--- src/hdl/ptf_pkg.sv ---
// ---------------------------------------------------------------------------
// ptf_pkg
// Widths, codes, transaction types and the arctangent table of the filter.
// ---------------------------------------------------------------------------
`timescale 1ns / 1ps
`default_nettype none

package ptf_pkg;

   // heading resolution and CORDIC length
   localparam int ANGLE_BITS    = 16;
   localparam int CORDIC_STEPS  = 16;
   localparam int ATAN_TAB_LEN  = 24;
   localparam int ATAN_IDX_BITS = 5;
   localparam int CORDIC_ITERS  = (CORDIC_STEPS < ATAN_TAB_LEN) ? CORDIC_STEPS : ATAN_TAB_LEN;
   localparam int STEP_BITS     = $clog2(CORDIC_ITERS);

   // field widths
   localparam int LAT_BITS   = 31;
   localparam int LON_BITS   = 32;
   localparam int DLAT_BITS  = LAT_BITS + 1;
   localparam int DLON_BITS  = LON_BITS + 1;
   localparam int SCALE_BITS = 16;
   localparam int THR_BITS   = 16;
   localparam int PROD_BITS  = DLON_BITS + SCALE_BITS + 1;
   localparam int Y_SHIFT    = 15;
   // room for the negated product plus CORDIC gain
   localparam int CORDIC_WIDTH = PROD_BITS + 2;
   localparam int CMP_BITS     = (ANGLE_BITS > THR_BITS) ? ANGLE_BITS : THR_BITS;

   localparam logic [ANGLE_BITS-1:0] ANGLE_HALF = {1'b1, {(ANGLE_BITS-1){1'b0}}};
   localparam logic [31:0]           Z_HALF_CIRCLE = 32'h8000_0000;
   localparam logic [31:0]           Z_ROUND = 32'd1 << (31 - ANGLE_BITS);

   // queue between front and back
   localparam int QUEUE_DEPTH = 2;
   localparam int PTR_BITS    = (QUEUE_DEPTH > 1) ? $clog2(QUEUE_DEPTH) : 1;
   localparam int QCOUNT_BITS = $clog2(QUEUE_DEPTH + 1);

   // configuration registers
   typedef enum logic [0:0] {
      CSR_TURN_THRESHOLD = 1'b0,
      CSR_LON_SCALE      = 1'b1
   } csr_index_type;

   localparam logic [THR_BITS-1:0]   THR_RESET   = 16'd910;
   localparam logic [SCALE_BITS-1:0] SCALE_RESET = 16'd32768;

   // position of a vertex within its polyline
   typedef enum logic [1:0] {
      KIND_OPEN   = 2'd0,   // first vertex
      KIND_SECOND = 2'd1,   // second vertex, first segment
      KIND_INNER  = 2'd2    // previous vertex is a middle vertex
   } kind_type;

   typedef struct packed {
      logic [LAT_BITS-1:0] lat;
      logic [LON_BITS-1:0] lon;
      logic [LAT_BITS-1:0] prev_lat;
      logic [LON_BITS-1:0] prev_lon;
      kind_type            kind;
      logic                fin;
   } entry_type;

   typedef struct packed {
      logic [LAT_BITS-1:0] lat;
      logic [LON_BITS-1:0] lon;
      logic                point_valid;
      logic                end_of_path;
   } rsp_type;

   typedef enum logic [2:0] {
      B_IDLE,
      B_START,
      B_HEADING,
      B_EMIT_MID,
      B_EMIT_LAST
   } back_state_type;

   typedef enum logic [1:0] {
      C_IDLE,
      C_PREP,
      C_ROTATE,
      C_DONE
   } cordic_state_type;

   // atan(2^-i) as a 32-bit binary angle
   function automatic logic [31:0] atan_entry(input logic [ATAN_IDX_BITS-1:0] idx);
      logic [31:0] val;
      unique case (idx)
         5'd0:    val = 32'h20000000;
         5'd1:    val = 32'h12E4051E;
         5'd2:    val = 32'h09FB385B;
         5'd3:    val = 32'h051111D4;
         5'd4:    val = 32'h028B0D43;
         5'd5:    val = 32'h0145D7E1;
         5'd6:    val = 32'h00A2F61E;
         5'd7:    val = 32'h00517C55;
         5'd8:    val = 32'h0028BE53;
         5'd9:    val = 32'h00145F2F;
         5'd10:   val = 32'h000A2F98;
         5'd11:   val = 32'h000517CC;
         5'd12:   val = 32'h00028BE6;
         5'd13:   val = 32'h000145F3;
         5'd14:   val = 32'h0000A2FA;
         5'd15:   val = 32'h0000517D;
         5'd16:   val = 32'h000028BE;
         5'd17:   val = 32'h0000145F;
         5'd18:   val = 32'h00000A30;
         5'd19:   val = 32'h00000518;
         5'd20:   val = 32'h0000028C;
         5'd21:   val = 32'h00000146;
         5'd22:   val = 32'h000000A3;
         5'd23:   val = 32'h00000051;
         default: val = 32'h00000000;
      endcase
      return val;
   endfunction

endpackage

`default_nettype wire

--- src/hdl/ptf_front.sv ---
// ---------------------------------------------------------------------------
// ptf_front
// Accepts vertices, tags each with its place in the polyline and the vertex
// before it, and pushes the result into the queue.
// ---------------------------------------------------------------------------
`timescale 1ns / 1ps
`default_nettype none

module ptf_front
   import ptf_pkg::*;
(
   input  wire logic                clock,
   input  wire logic                reset,
   input  wire logic                req_valid,
   output logic                     req_ready,
   input  wire logic [LAT_BITS-1:0] req_lat,
   input  wire logic [LON_BITS-1:0] req_lon,
   input  wire logic                req_fin,
   input  wire logic                queue_full,
   output logic                     push,
   output entry_type                push_entry
);

   kind_type            kind_ff, kind_in;
   logic [LAT_BITS-1:0] prev_lat_ff, prev_lat_in;
   logic [LON_BITS-1:0] prev_lon_ff, prev_lon_in;

   assign req_ready = !queue_full;
   assign push      = req_valid && !queue_full;

   always_comb begin
      push_entry = '{lat: req_lat, lon: req_lon, prev_lat: prev_lat_ff,
                     prev_lon: prev_lon_ff, kind: kind_ff, fin: req_fin};
   end

   // vertex counter saturates at inner; a final vertex starts a new path
   always_comb begin
      kind_in     = kind_ff;
      prev_lat_in = prev_lat_ff;
      prev_lon_in = prev_lon_ff;
      if (push) begin
         prev_lat_in = req_lat;
         prev_lon_in = req_lon;
         if (req_fin) begin
            kind_in = KIND_OPEN;
         end else begin
            unique case (kind_ff)
               KIND_OPEN:   kind_in = KIND_SECOND;
               KIND_SECOND: kind_in = KIND_INNER;
               KIND_INNER:  kind_in = KIND_INNER;
               default:     kind_in = KIND_OPEN;
            endcase
         end
      end
   end

   always_ff @(posedge clock) begin
      if (reset) begin
         kind_ff <= KIND_OPEN;
      end else begin
         kind_ff <= kind_in;
      end
   end

   always_ff @(posedge clock) begin
      prev_lat_ff <= prev_lat_in;
      prev_lon_ff <= prev_lon_in;
   end

endmodule

`default_nettype wire

--- src/hdl/ptf_queue.sv ---
// ---------------------------------------------------------------------------
// ptf_queue
// Short FIFO of tagged vertices between front and back.
// ---------------------------------------------------------------------------
`timescale 1ns / 1ps
`default_nettype none

module ptf_queue
   import ptf_pkg::*;
(
   input  wire logic      clock,
   input  wire logic      reset,
   input  wire logic      push,
   input  wire entry_type push_entry,
   input  wire logic      pop,
   output logic           full,
   output logic           empty,
   output entry_type      head
);

   entry_type              slots_ff [QUEUE_DEPTH];
   logic [PTR_BITS-1:0]    wr_ptr_ff, wr_ptr_in;
   logic [PTR_BITS-1:0]    rd_ptr_ff, rd_ptr_in;
   logic [QCOUNT_BITS-1:0] count_ff, count_in;

   localparam logic [PTR_BITS-1:0] LAST_SLOT = PTR_BITS'(QUEUE_DEPTH - 1);

   assign full  = (count_ff == QCOUNT_BITS'(QUEUE_DEPTH));
   assign empty = (count_ff == '0);
   assign head  = slots_ff[rd_ptr_ff];

   // pointer wrap and occupancy
   always_comb begin
      wr_ptr_in = wr_ptr_ff;
      rd_ptr_in = rd_ptr_ff;
      count_in  = count_ff;
      if (push) begin
         wr_ptr_in = (wr_ptr_ff == LAST_SLOT) ? '0 : wr_ptr_ff + 1'b1;
      end
      if (pop) begin
         rd_ptr_in = (rd_ptr_ff == LAST_SLOT) ? '0 : rd_ptr_ff + 1'b1;
      end
      if (push && !pop) begin
         count_in = count_ff + 1'b1;
      end else if (pop && !push) begin
         count_in = count_ff - 1'b1;
      end
   end

   always_ff @(posedge clock) begin
      if (reset) begin
         wr_ptr_ff <= '0;
         rd_ptr_ff <= '0;
         count_ff  <= '0;
      end else begin
         wr_ptr_ff <= wr_ptr_in;
         rd_ptr_ff <= rd_ptr_in;
         count_ff  <= count_in;
      end
   end

   always_ff @(posedge clock) begin
      if (push) begin
         slots_ff[wr_ptr_ff] <= push_entry;
      end
   end

endmodule

`default_nettype wire

--- src/hdl/ptf_cordic.sv ---
// ---------------------------------------------------------------------------
// ptf_cordic
// Segment heading: scales the longitude delta, then runs a vectoring CORDIC
// one micro-rotation per cycle and rounds the angle to ANGLE_BITS.
// ---------------------------------------------------------------------------
`timescale 1ns / 1ps
`default_nettype none

module ptf_cordic
   import ptf_pkg::*;
(
   input  wire logic                         clock,
   input  wire logic                         reset,
   input  wire logic                         start,
   input  wire logic signed [DLAT_BITS-1:0]  dlat,
   input  wire logic signed [DLON_BITS-1:0]  dlon,
   input  wire logic        [SCALE_BITS-1:0] scale,
   output logic                              done,
   output logic             [ANGLE_BITS-1:0] heading
);

   cordic_state_type               state_ff, state_in;
   logic signed [CORDIC_WIDTH-1:0] x_ff, x_in;
   logic signed [CORDIC_WIDTH-1:0] y_ff, y_in;
   logic        [31:0]             z_ff, z_in;
   logic        [STEP_BITS-1:0]    step_ff, step_in;

   logic signed [PROD_BITS-1:0]    prod;
   logic signed [CORDIC_WIDTH-1:0] x_shift;
   logic signed [CORDIC_WIDTH-1:0] y_shift;
   logic        [31:0]             atan_val;
   logic        [31:0]             z_rounded;
   logic                           y_positive;

   localparam logic [STEP_BITS-1:0] LAST_STEP = STEP_BITS'(CORDIC_ITERS - 1);

   assign prod       = dlon * $signed({1'b0, scale});
   assign x_shift    = x_ff >>> step_ff;
   assign y_shift    = y_ff >>> step_ff;
   assign atan_val   = atan_entry(ATAN_IDX_BITS'(step_ff));
   assign y_positive = !y_ff[CORDIC_WIDTH-1] && (y_ff != '0);
   assign z_rounded  = z_ff + Z_ROUND;
   assign heading    = z_rounded[31 -: ANGLE_BITS];

   // sequencer: multiply, fold into right half-plane, rotate, report
   always_comb begin
      state_in = state_ff;
      x_in     = x_ff;
      y_in     = y_ff;
      z_in     = z_ff;
      step_in  = step_ff;
      done     = 1'b0;
      unique case (state_ff)
         C_IDLE: begin
            if (start) begin
               x_in     = CORDIC_WIDTH'(prod);
               y_in     = CORDIC_WIDTH'(dlat) <<< Y_SHIFT;
               state_in = C_PREP;
            end
         end
         C_PREP: begin
            step_in = '0;
            if (x_ff == '0 && y_ff == '0) begin
               // zero-length segment rounds to heading 0
               z_in     = '0;
               state_in = C_DONE;
            end else if (x_ff[CORDIC_WIDTH-1]) begin
               x_in     = -x_ff;
               y_in     = -y_ff;
               z_in     = Z_HALF_CIRCLE;
               state_in = C_ROTATE;
            end else begin
               z_in     = '0;
               state_in = C_ROTATE;
            end
         end
         C_ROTATE: begin
            if (y_positive) begin
               x_in = x_ff + y_shift;
               y_in = y_ff - x_shift;
               z_in = z_ff + atan_val;
            end else begin
               x_in = x_ff - y_shift;
               y_in = y_ff + x_shift;
               z_in = z_ff - atan_val;
            end
            if (step_ff == LAST_STEP) begin
               state_in = C_DONE;
            end else begin
               step_in = step_ff + 1'b1;
            end
         end
         C_DONE: begin
            done     = 1'b1;
            state_in = C_IDLE;
         end
         default: state_in = C_IDLE;
      endcase
   end

   always_ff @(posedge clock) begin
      if (reset) begin
         state_ff <= C_IDLE;
      end else begin
         state_ff <= state_in;
      end
   end

   always_ff @(posedge clock) begin
      x_ff    <= x_in;
      y_ff    <= y_in;
      z_ff    <= z_in;
      step_ff <= step_in;
   end

endmodule

`default_nettype wire

--- src/hdl/ptf_back.sv ---
// ---------------------------------------------------------------------------
// ptf_back
// Takes tagged vertices from the queue, gets the segment heading, judges
// the turn at the previous vertex and emits waypoints and end markers.
// ---------------------------------------------------------------------------
`timescale 1ns / 1ps
`default_nettype none

module ptf_back
   import ptf_pkg::*;
(
   input  wire logic                  clock,
   input  wire logic                  reset,
   input  wire logic                  queue_empty,
   input  wire entry_type             head,
   output logic                       pop,
   input  wire logic [THR_BITS-1:0]   turn_threshold,
   input  wire logic [SCALE_BITS-1:0] lon_scale,
   output logic                       rsp_valid,
   input  wire logic                  rsp_ready,
   output rsp_type                    rsp
);

   back_state_type      state_ff, state_in;
   entry_type           cur_ff, cur_in;
   logic [ANGLE_BITS-1:0] prev_heading_ff, prev_heading_in;
   logic [LAT_BITS-1:0] emitted_lat_ff, emitted_lat_in;
   logic [LON_BITS-1:0] emitted_lon_ff, emitted_lon_in;
   logic                has_emitted_ff, has_emitted_in;
   logic                rsp_valid_ff, rsp_valid_in;
   rsp_type             rsp_ff, rsp_in;

   logic                        cordic_start;
   logic                        cordic_done;
   logic [ANGLE_BITS-1:0]       heading;
   logic signed [DLAT_BITS-1:0] dlat;
   logic signed [DLON_BITS-1:0] dlon;
   logic [ANGLE_BITS-1:0]       turn_raw;
   logic [ANGLE_BITS-1:0]       turn;
   logic                        keep_mid;
   logic                        mid_dup;
   logic                        last_dup;
   logic                        last_marker;
   logic                        out_free;

   // segment deltas, exact at one extra bit
   assign dlat = {cur_ff.lat[LAT_BITS-1], cur_ff.lat}
               - {cur_ff.prev_lat[LAT_BITS-1], cur_ff.prev_lat};
   assign dlon = {cur_ff.lon[LON_BITS-1], cur_ff.lon}
               - {cur_ff.prev_lon[LON_BITS-1], cur_ff.prev_lon};

   ptf_cordic u_cordic (
      .clock   (clock),
      .reset   (reset),
      .start   (cordic_start),
      .dlat    (dlat),
      .dlon    (dlon),
      .scale   (lon_scale),
      .done    (cordic_done),
      .heading (heading)
   );

   // wrapped absolute turn, in [0, half circle]
   assign turn_raw = heading - prev_heading_ff;
   assign turn     = (turn_raw > ANGLE_HALF) ? ANGLE_BITS'(-turn_raw) : turn_raw;
   assign keep_mid = (cur_ff.kind == KIND_INNER)
                  && (CMP_BITS'(turn) >= CMP_BITS'(turn_threshold));

   // repeats of the last emitted waypoint
   assign mid_dup  = has_emitted_ff && (cur_ff.prev_lat == emitted_lat_ff)
                  && (cur_ff.prev_lon == emitted_lon_ff);
   assign last_dup = has_emitted_ff && (cur_ff.lat == emitted_lat_ff)
                  && (cur_ff.lon == emitted_lon_ff);
   // lone final vertex or repeated final vertex gives an end marker
   assign last_marker = last_dup || (cur_ff.kind == KIND_OPEN && cur_ff.fin);

   assign out_free  = !rsp_valid_ff || rsp_ready;
   assign rsp_valid = rsp_valid_ff;
   assign rsp       = rsp_ff;

   always_comb begin
      state_in        = state_ff;
      cur_in          = cur_ff;
      prev_heading_in = prev_heading_ff;
      emitted_lat_in  = emitted_lat_ff;
      emitted_lon_in  = emitted_lon_ff;
      has_emitted_in  = has_emitted_ff;
      rsp_valid_in    = rsp_valid_ff && !rsp_ready;
      rsp_in          = rsp_ff;
      pop             = 1'b0;
      cordic_start    = 1'b0;
      unique case (state_ff)
         B_IDLE: begin
            if (!queue_empty) begin
               pop      = 1'b1;
               cur_in   = head;
               state_in = (head.kind == KIND_OPEN) ? B_EMIT_LAST : B_START;
            end
         end
         B_START: begin
            cordic_start = 1'b1;
            state_in     = B_HEADING;
         end
         B_HEADING: begin
            if (cordic_done) begin
               prev_heading_in = heading;
               if (keep_mid) begin
                  state_in = B_EMIT_MID;
               end else if (cur_ff.fin) begin
                  state_in = B_EMIT_LAST;
               end else begin
                  state_in = B_IDLE;
               end
            end
         end
         B_EMIT_MID: begin
            if (mid_dup) begin
               state_in = cur_ff.fin ? B_EMIT_LAST : B_IDLE;
            end else if (out_free) begin
               rsp_valid_in   = 1'b1;
               rsp_in         = '{lat: cur_ff.prev_lat, lon: cur_ff.prev_lon,
                                  point_valid: 1'b1, end_of_path: 1'b0};
               emitted_lat_in = cur_ff.prev_lat;
               emitted_lon_in = cur_ff.prev_lon;
               has_emitted_in = 1'b1;
               state_in       = cur_ff.fin ? B_EMIT_LAST : B_IDLE;
            end
         end
         B_EMIT_LAST: begin
            if (last_marker && !cur_ff.fin) begin
               state_in = B_IDLE;
            end else if (out_free) begin
               rsp_valid_in = 1'b1;
               if (last_marker) begin
                  rsp_in = '{lat: '0, lon: '0, point_valid: 1'b0, end_of_path: 1'b1};
               end else begin
                  rsp_in = '{lat: cur_ff.lat, lon: cur_ff.lon,
                             point_valid: 1'b1, end_of_path: cur_ff.fin};
               end
               if (cur_ff.fin) begin
                  // path done: clear the emitted waypoint and the previous heading
                  emitted_lat_in  = '0;
                  emitted_lon_in  = '0;
                  has_emitted_in  = 1'b0;
                  prev_heading_in = '0;
               end else begin
                  emitted_lat_in = cur_ff.lat;
                  emitted_lon_in = cur_ff.lon;
                  has_emitted_in = 1'b1;
               end
               state_in = B_IDLE;
            end
         end
         default: state_in = B_IDLE;
      endcase
   end

   always_ff @(posedge clock) begin
      if (reset) begin
         state_ff        <= B_IDLE;
         has_emitted_ff  <= 1'b0;
         rsp_valid_ff    <= 1'b0;
         prev_heading_ff <= '0;
      end else begin
         state_ff        <= state_in;
         has_emitted_ff  <= has_emitted_in;
         rsp_valid_ff    <= rsp_valid_in;
         prev_heading_ff <= prev_heading_in;
      end
   end

   always_ff @(posedge clock) begin
      cur_ff         <= cur_in;
      emitted_lat_ff <= emitted_lat_in;
      emitted_lon_ff <= emitted_lon_in;
      rsp_ff         <= rsp_in;
   end

endmodule

`default_nettype wire

--- src/hdl/polyline_turn_point_filter.sv ---
// ---------------------------------------------------------------------------
// polyline_turn_point_filter
// Keeps the first, the last and every sharply turning vertex of a polyline.
// ---------------------------------------------------------------------------
//  channel  | direction | handshake              | payload
//  req_*    | in        | req_tvalid/req_tready  | tdata lat, lon; tlast final
//  rsp_*    | out       | rsp_tvalid/rsp_tready  | tdata lat, lon; tuser valid;
//           |           |                        | tlast end of path
//  csr_*    | in        | csr_valid/csr_ready    | csr_index, csr_data
//
//  First vertex of a path: the back pops it from the queue and emits it.
//  Every later vertex goes through the heading unit (queue pop, one
//  multiply, one fold, 16 serial CORDIC rotations, one report); each
//  result is then emitted once the result register is free.
//  The front takes vertices while the two-entry queue has room; the result
//  register lets the back go on while a result waits to be taken.
//  Reset is synchronous and returns both registers to their defaults.
// ---------------------------------------------------------------------------
`timescale 1ns / 1ps
`default_nettype none

module polyline_turn_point_filter
   import ptf_pkg::*;
(
   input  wire logic                  clock,
   input  wire logic                  reset,
   // point_lat [30:0], point_lon [62:31], zero [63]
   input  wire logic [63:0]           req_tdata,
   input  wire logic                  req_tlast,
   input  wire logic                  req_tvalid,
   output logic                       req_tready,
   // way_lat [30:0], way_lon [62:31], zero [63]
   output logic [63:0]                rsp_tdata,
   // point_valid [0]
   output logic                       rsp_tuser,
   output logic                       rsp_tlast,
   output logic                       rsp_tvalid,
   input  wire logic                  rsp_tready,
   input  wire logic                  csr_valid,
   output logic                       csr_ready,
   input  wire logic [0:0]            csr_index,
   input  wire logic [THR_BITS-1:0]   csr_data
);

   logic [THR_BITS-1:0]   thr_ff, thr_in;
   logic [SCALE_BITS-1:0] scale_ff, scale_in;

   logic      push;
   entry_type push_entry;
   logic      pop;
   logic      queue_full;
   logic      queue_empty;
   entry_type head;
   rsp_type   rsp;

   // configuration registers, always writable
   assign csr_ready = 1'b1;

   always_comb begin
      thr_in   = thr_ff;
      scale_in = scale_ff;
      if (csr_valid) begin
         unique case (csr_index_type'(csr_index))
            CSR_TURN_THRESHOLD: thr_in   = csr_data;
            CSR_LON_SCALE:      scale_in = csr_data;
            default:            thr_in   = thr_ff;
         endcase
      end
   end

   always_ff @(posedge clock) begin
      if (reset) begin
         thr_ff   <= THR_RESET;
         scale_ff <= SCALE_RESET;
      end else begin
         thr_ff   <= thr_in;
         scale_ff <= scale_in;
      end
   end

   ptf_front u_front (
      .clock      (clock),
      .reset      (reset),
      .req_valid  (req_tvalid),
      .req_ready  (req_tready),
      .req_lat    (req_tdata[LAT_BITS-1:0]),
      .req_lon    (req_tdata[LAT_BITS+LON_BITS-1:LAT_BITS]),
      .req_fin    (req_tlast),
      .queue_full (queue_full),
      .push       (push),
      .push_entry (push_entry)
   );

   ptf_queue u_queue (
      .clock      (clock),
      .reset      (reset),
      .push       (push),
      .push_entry (push_entry),
      .pop        (pop),
      .full       (queue_full),
      .empty      (queue_empty),
      .head       (head)
   );

   ptf_back u_back (
      .clock          (clock),
      .reset          (reset),
      .queue_empty    (queue_empty),
      .head           (head),
      .pop            (pop),
      .turn_threshold (thr_ff),
      .lon_scale      (scale_ff),
      .rsp_valid      (rsp_tvalid),
      .rsp_ready      (rsp_tready),
      .rsp            (rsp)
   );

   assign rsp_tdata = {1'b0, rsp.lon, rsp.lat};
   assign rsp_tuser = rsp.point_valid;
   assign rsp_tlast = rsp.end_of_path;

endmodule

`default_nettype wire

--- config.mk ---
export PLATFORM = sky130hd
export DESIGN_NAME = polyline_turn_point_filter
export DESIGN_NICKNAME = d
export VERILOG_FILES = /design/src/hdl/ptf_pkg.sv /design/src/hdl/ptf_front.sv /design/src/hdl/ptf_queue.sv /design/src/hdl/ptf_cordic.sv /design/src/hdl/ptf_back.sv /design/src/hdl/polyline_turn_point_filter.sv
export SDC_FILE = /design/constraint.sdc
export NUM_CORES = 2
export LEC_CHECK = 0
export BUFFER_PORTS_ARGS = -buffer_cell sky130_fd_sc_hd__buf_2
export CAP_MARGIN = 20
export CORE_ASPECT_RATIO = 1.1
export CORE_MARGIN = 5
export CORE_UTILIZATION = 55
export DETAILED_ROUTE_END_ITERATION = 8
export PLACE_DENSITY = 0.74
export REMOVE_ABC_BUFFERS = 1
export SKIP_CTS_REPAIR_TIMING = 1
export SYNTH_ARGS = -nofsm -noshare
export SYNTH_HDL_FRONTEND = slang
export SYNTH_HIERARCHICAL = 1
export SYNTH_SLANG_ARGS = --single-unit
export TNS_END_PERCENT = 10
--- constraint.sdc ---
create_clock -name clock -period 17.39 [get_ports clock]
set_input_delay 3.478 -clock clock [delete_from_list [all_inputs] [get_ports clock]]
set_output_delay 3.478 -clock clock [all_outputs]
set_load 0.02 [all_outputs]
### Yosys cells after proc, flatten, opt, wreduce, memory -nomap -nowiden

Memories as Yosys holds them, arrays and structs flattened. A register that Yosys moved wholly into a read port is not among the register bits.
Cells that the tools add are included.
Widths: inputs -> output; s select.

* register bits after elaboration: 521
* bits in writable memories: 258
* bits in read-only memories: 480
* bits of input ports: 87
* output and inout bits: 69
* logic and storage cells: 213
* memories kept: 2

Memories
* (no name shown): depth 16, width 30, rd ports 1, clocked after memory_dff 1, wr ports 0, line ptf_pkg.sv:90 `unique case (idx)`
* u_queue.slots_ff: depth 2, width 129, rd ports 1, clocked after memory_dff 1, wr ports 1, line ptf_queue.sv:21 `entry_type slots_ff [QUEUE_DEPTH];`

* add/sub/neg operators: 18
* multiply operators: 1
* $lt $le $gt $ge: 2
* equality and inequality tests: 30
* shifts and indexed selects: 2
* multiplexer cells: 79
* bitwise gates (word level): 2
* reductions and logical operators: 47

Operator list (count)
* $mux 52: 8
* $mux 65: 5
* $pmux 52 s3: 2
* $mux 32: 8
* $mux 31: 5
* $pmux 65 s2: 1
* $pmux 32 s2: 2
* $add 52x52->52: 2
* $logic_not 52->1: 2
* $neg 52->52: 2
* $sshr 52x4->52: 2
* $sub 52x52->52: 2
* $mux 16: 5
* $eq 32x32->1: 2
* $eq 31x31->1: 2
* $pmux 31 s2: 1
* $reduce_bool 52->1: 1
* $mul 33x17->50: 1
* $sub 32x32->33: 1
* $add 32x16->32 const B: 1
* $add 32x32->32: 1
* $pmux 16 s2: 1
* $sub 31x31->32: 1
* $sub 32x32->32: 1
* 39 further kinds: 122

### Longest topological paths before layout

* word-level depth: 9
* gate-level depth with buffers: 38
* depth with buffers taken out: 37

### Modules after synthesis

The synthesis kept the hierarchy.

By module, submodules not included
* ptf_cordic: instances 1, cells each 5269, area each 44226.2 um^2, seq. area each 4844.6 um^2
* ptf_back: instances 1, cells each 1499, area each 15896.5 um^2, seq. area each 8137.8 um^2
* ptf_queue: instances 1, cells each 423, area each 9559.2 um^2, seq. area each 7847.5 um^2
* ptf_front: instances 1, cells each 141, area each 2486.1 um^2, seq. area each 1931.9 um^2
* polyline_turn_point_filter: instances 1, cells each 138, area each 1393.8 um^2, seq. area each 640.6 um^2

### Worst setup path before layout

OpenSTA, ideal clock, no wires.

* path kind: reg2reg
* start: register u_back.state_ff[0]
* end: register u_queue.count_ff[1]
* setup time: 0.070 ns
* arrival: 14.517 ns
* required time: 17.320 ns
* setup slack: 2.804 ns
* stages on the path, launching flop included: 7
* path buffers: 1
* clock period less this slack: 14.586 ns
* cells stage by stage: dfxtp_1 > clkbuf_1 > nor4_1 > inv_1 > ha_1 > or3_1 > a21oi_1

* word-level cells in the longest chain between the ends: 5
* elaborated cells between the ends (all ways): 7
* those cells by class: 2 x mux; 5 x reduce/logical

Ends and longest elaborated chain
* start: declaration: line ptf_back.sv:24 `back_state_type state_ff, state_in;`
* start signal: assignment: line ptf_back.sv:165 `state_ff <= state_in;`
* $logic_not 3->1 *: line ptf_back.sv:92 `unique case (state_ff)`
* $mux 1 *: line ptf_back.sv:92
* net pop: line polyline_turn_point_filter.sv:50 `logic pop;`
* $logic_not 1->1: line ptf_queue.sv:43 `if (push && !pop) begin`
* $logic_and 1x1->1: line ptf_queue.sv:43
* $mux 2 or $reduce_bool 2->1 (tied branches)
* end signal: assignment: line ptf_queue.sv:58 `count_ff <= count_in;`
* end: declaration: line ptf_queue.sv:24 `logic [QCOUNT_BITS-1:0] count_ff, count_in;`

Mark *: on every way through the listed nets, which the timed path passes. The rest lies on a longest branch.
A chain may end at the register's enable or synchronous reset.

### Worst setup path in the final report

* start: register u_back/cur_ff[3] (netlist name)
* end: register u_back.u_cordic.x_ff[48], data pin

* word-level cells in the longest chain between the ends: 4

Ends and longest elaborated chain
* start: declaration: line ptf_back.sv:25 `entry_type cur_ff, cur_in;`
* start signal: assignment: line ptf_back.sv:173 `cur_ff <= cur_in;`
* $sub 32x32->33: line ptf_back.sv:50 `- {cur_ff.prev_lon[LON_BITS-1], cur_ff.prev_lon};`
* net u_back.dlon[30]: line ptf_back.sv:37 `logic signed [DLON_BITS-1:0] dlon;`
* $mul 33x17->50: line ptf_cordic.sv:37 `assign prod = dlon * $signed({1'b0, scale});`
* $mux 52: line ptf_cordic.sv:55 `if (start) begin`
* $pmux 52 s3: line ptf_cordic.sv:53 `unique case (state_ff)`
* net u_back.u_cordic.x_in[48]: line ptf_cordic.sv:23 `logic signed [CORDIC_WIDTH-1:0] x_ff, x_in;`
* end signal: assignment: line ptf_cordic.sv:110 `x_ff <= x_in;`
* end: declaration: line ptf_cordic.sv:23

The timed path passes the listed nets, and every way through them passes these cells. The select of a mux whose other input is x is not followed.

==> run summary <==
======================================================================================
Horiz. Die Dim ..........................................................       359 µm
Compound-gate portion of the synthesized area ...........................        0.124
Critical path's slowest cell ............................................ sky130_fd_sc_hd__o311ai_0
Wire per inst ...........................................................      22.7 µm
Top flip-flop cell by instance count after synthesis .................... sky130_fd_sc_hd__edfxtp_1
Slew HR .................................................................        0.181
Data required time of the worst path ....................................     17.79 ns
Later-pin clock latency in the skew report ..............................      0.70 ns
Area Growth Syn to Fin ..................................................        6.22%
CP startpoint kind ......................................................    flip-flop
Clock tree skew after final layout ......................................    0.0612 ns
Final-layout fill cell count ............................................       11,200
Dominant cells by area after synthesis .................................. sky130_fd_sc_hd__edfxtp_1, sky130_fd_sc_hd__fa_1, sky130_fd_sc_hd__ha_1, sky130_fd_sc_hd__xnor2_1, sky130_fd_sc_hd__nand2_1
Total routing resource utilization after global routing .................        0.292
Average cell area after synthesis .......................................     9.85 µm²
CP endpoint kind ........................................................    flip-flop
Clk sink count ..........................................................          810
Effective utilization at floorplan ......................................        0.555
Post-detailed-route DRC marker count ....................................            0
Height of the die .......................................................       394 µm
Fraction of synthesis flops using an asynchronous set or reset pin ......            0
Half-perimeter wire length of the detailed placement result .............       154 mm
Core area ...............................................................  133,000 µm²
Clock slew at the register clock pins of the worst setup and hold paths .      0.07 ns
Detailed-routing iteration count for the pre-antenna-repair pass ........            6
Setup tns final .........................................................         0 ns
Cell area after synthesis ...............................................   73,600 µm²
Top cell by count, worst path ........................................... sky130_fd_sc_hd__fa_1
Max Cap Viol ............................................................            0
Max-slew violation count ................................................            0
# nets final ............................................................        8,341
Largest family of logic cells by synthesized area .......................  adder cells
Worst Setup Slack post-DPL ..............................................      6.99 ns
Combined area of the multi-input logic cells ............................   45,100 µm²
Top-count cell post-synth ............................................... sky130_fd_sc_hd__nand2_1
Area occupied by registers ..............................................   23,400 µm²
Via density per instance ................................................         6.14
Number of failing setup endpoints in the final timing report ............            0
Synth Area in Adders ....................................................        0.201
Root cell of the clock tree ............................................. sky130_fd_sc_hd__clkbuf_16
Post-synthesis register bit count .......................................          810
Post-Syn Instances ......................................................        7,470
Post-synthesis share of cell area spent on xor and xnor gates ...........       0.0712
Initial antenna violation count .........................................           12
Global-route wire length before repair ..................................       324 mm
Most used standard cells in the synthesized netlist ..................... sky130_fd_sc_hd__nand2_1, sky130_fd_sc_hd__inv_1, sky130_fd_sc_hd__edfxtp_1
Clock tree from TritonCTS ...............................................         done
Via count of the first global-routing pass ..............................       57,500
ANT nets after route ....................................................            0
RSZ-0062 raised after global routing ....................................           no
Total via count in the routed design ....................................       56,700
Layout cells sized above 1 ..............................................        0.103
Delay of the slowest cell on the worst path .............................      0.87 ns
Kind of path behind the tightest hold check ............................. flip-flop to flip-flop
Yosys warnings ..........................................................            6
Clock Tree Buf Depth ....................................................            3
Count of standard-cell rows .............................................          140
Iter 0 DRT Violations ...................................................        5,555
Largest fanout on the critical path .....................................           16
Largest net degree at the start of global routing .......................          132
Cell type contributing the most total cell area after synthesis ......... sky130_fd_sc_hd__edfxtp_1
Die area ................................................................  141,000 µm²
Distinct cells, synth ...................................................          113
Final hold violation count ..............................................            0
Period utilisation layout ...............................................        0.609
Status ..................................................................    completed
H-tree level count ......................................................            3
Number of synthesized flops with an enable pin ..........................          718
GPL Wtd Cong ............................................................        0.987
Area share of the leading cell type in the synthesized netlist ..........        0.293
Number of I/O pins ......................................................          156
Crit Path Category ...................................................... flip-flop to flip-flop
Portion of netlist area occupied by mux cells ...........................       0.0765
Wirelength, routed ......................................................       210 mm
Transition time at the pin with the least slew margin ...................      1.22 ns
Total of buffers placed on input and output ports .......................          152
Final global-route overflow total .......................................            0
Timing-limited maximum frequency ........................................     94.5 MHz
PnR worst setup slack ...................................................      6.81 ns
Arrival time of the worst setup path ....................................     10.99 ns
Synthesized-area fraction occupied by and/or/nand/nor cells .............        0.137
Cts bufs inserted .......................................................           85
Portion of the post-synthesis area used by sequential elements ..........        0.318
Minimum period implied by the final worst setup slack ...................     10.58 ns
======================================================================================
[cell families after synthesis]
family                     Yosys count
adders and majority gates          879
and+or+nand+nor                   2123
other                                2
buffers and inverters             1235
DFF                                810
AOI/OAI and AO/OA                 1425
muxes                              399
xor gates and xnor gates           597
[cells in the final DEF (no fill, tap or decap), types with 31 or more instances in the layout]
cell type and count:
sky130_fd_sc_hd__a211oi_1 31, sky130_fd_sc_hd__a21o_1 136, sky130_fd_sc_hd__a21oi_1 420, sky130_fd_sc_hd__a221oi_1 60, sky130_fd_sc_hd__a31oi_1 50, sky130_fd_sc_hd__and2_1 232
sky130_fd_sc_hd__and3_1 53, sky130_fd_sc_hd__buf_2 154, sky130_fd_sc_hd__buf_4 88, sky130_fd_sc_hd__clkbuf_16 90, sky130_fd_sc_hd__dfxtp_1 79, sky130_fd_sc_hd__edfxtp_1 718
sky130_fd_sc_hd__fa_1 509, sky130_fd_sc_hd__ha_1 368, sky130_fd_sc_hd__inv_1 802, sky130_fd_sc_hd__mux2_2 183, sky130_fd_sc_hd__mux2i_1 105, sky130_fd_sc_hd__mux4_2 98
sky130_fd_sc_hd__nand2_1 821, sky130_fd_sc_hd__nand2b_1 85, sky130_fd_sc_hd__nand3_1 119, sky130_fd_sc_hd__nand4_1 62, sky130_fd_sc_hd__nor2_1 404, sky130_fd_sc_hd__nor2b_1 50
sky130_fd_sc_hd__nor3_1 121, sky130_fd_sc_hd__nor4_1 37, sky130_fd_sc_hd__o21a_1 44, sky130_fd_sc_hd__o21ai_0 336, sky130_fd_sc_hd__or3_1 38, sky130_fd_sc_hd__xnor2_1 360
sky130_fd_sc_hd__xor2_1 231
[critical path: cells and delay by family, from the launching register on]
| kind | cells | cell delay, ns |
|---|---|---|
| buffers and inverters | 5 | 0.43 |
| AO/OA/AOI/OAI | 12 | 3.49 |
| adder cells (fa/ha/maj) | 9 | 4.23 |
| flip-flops | 1 | 0.47 |
| XOR/XNOR | 2 | 0.47 |
| AND/OR/NAND/NOR | 5 | 1.19 |
[routing by layer]
layer,GRT usage,routed length [µm],vias to the layer above
met4,0.161,13600,8
met3,0.0535,17500,641
met2,0.477,98500,2553
met5,0,52,-
met1,0.367,80100,27800
li1,-,-,25600
[cell type report]
type,instances,area share
flip-flops and latches,810,0.300
multi-input cells,5425,0.577
clock buffers,108,0.0303
clock inverters,44,0.00708
diodes,10,0.000320
well taps,1775,0.0284
repair buffers,245,0.0187
inverters,808,0.0388
[sequential cells by signal, indices dropped and copies added (netlist names), 2 cells and up, named ones only]
signal,flops
u_queue/slots_ff,258
u_back/u_cordic/step_ff,4
u_back/prev_heading_ff,16
u_back/rsp,65
u_back/emitted_lon_ff,32
scale_ff,16
u_back/u_cordic/y_ff,52
u_front/prev_lon_ff,32
u_back/u_cordic/x_ff,52
u_front/prev_lat_ff,31
u_back/cur_ff,129
u_back/u_cordic/z_ff,32
u_queue/count_ff,2
u_back/u_cordic/state_ff,2
u_back/u_cordic/atan_val,30
thr_ff,16
u_back/state_ff,3
u_back/emitted_lat_ff,31
u_front/kind_ff,2
[stage by stage]
stage          hold slack [ns]  area (µm²)   util  std cells
3_3_place_gp             0.423       75200  0.567       9058
4_1_cts                  0.415       78100  0.589       9211
6_report                 0.424       78100  0.589       9225
2_1_floorplan            0.421       71300      -       7043
5_1_grt                  0.430       78100  0.589       9215
3_5_place_dp             0.430       75200  0.567       9059
[path summary, 6_finish.rpt]
kind | startpoint | endpoint | cells past startpoint | slack [ns]
max | u_back/cur_ff[3] | u_back/u_cordic/x_ff[48] | 33 | 6.81
min | u_front/prev_lat_ff[6] | u_queue/slots_ff[1][41] | 0 | 0.42
max reg2reg | u_back/cur_ff[3] | u_back/u_cordic/x_ff[48] | 33 | 6.81
min reg2reg | u_front/prev_lat_ff[6] | u_queue/slots_ff[1][41] | 0 | 0.42
Power is not shown: default switching activity piles up to over one toggle a cycle in this logic, so the estimate is an artifact.
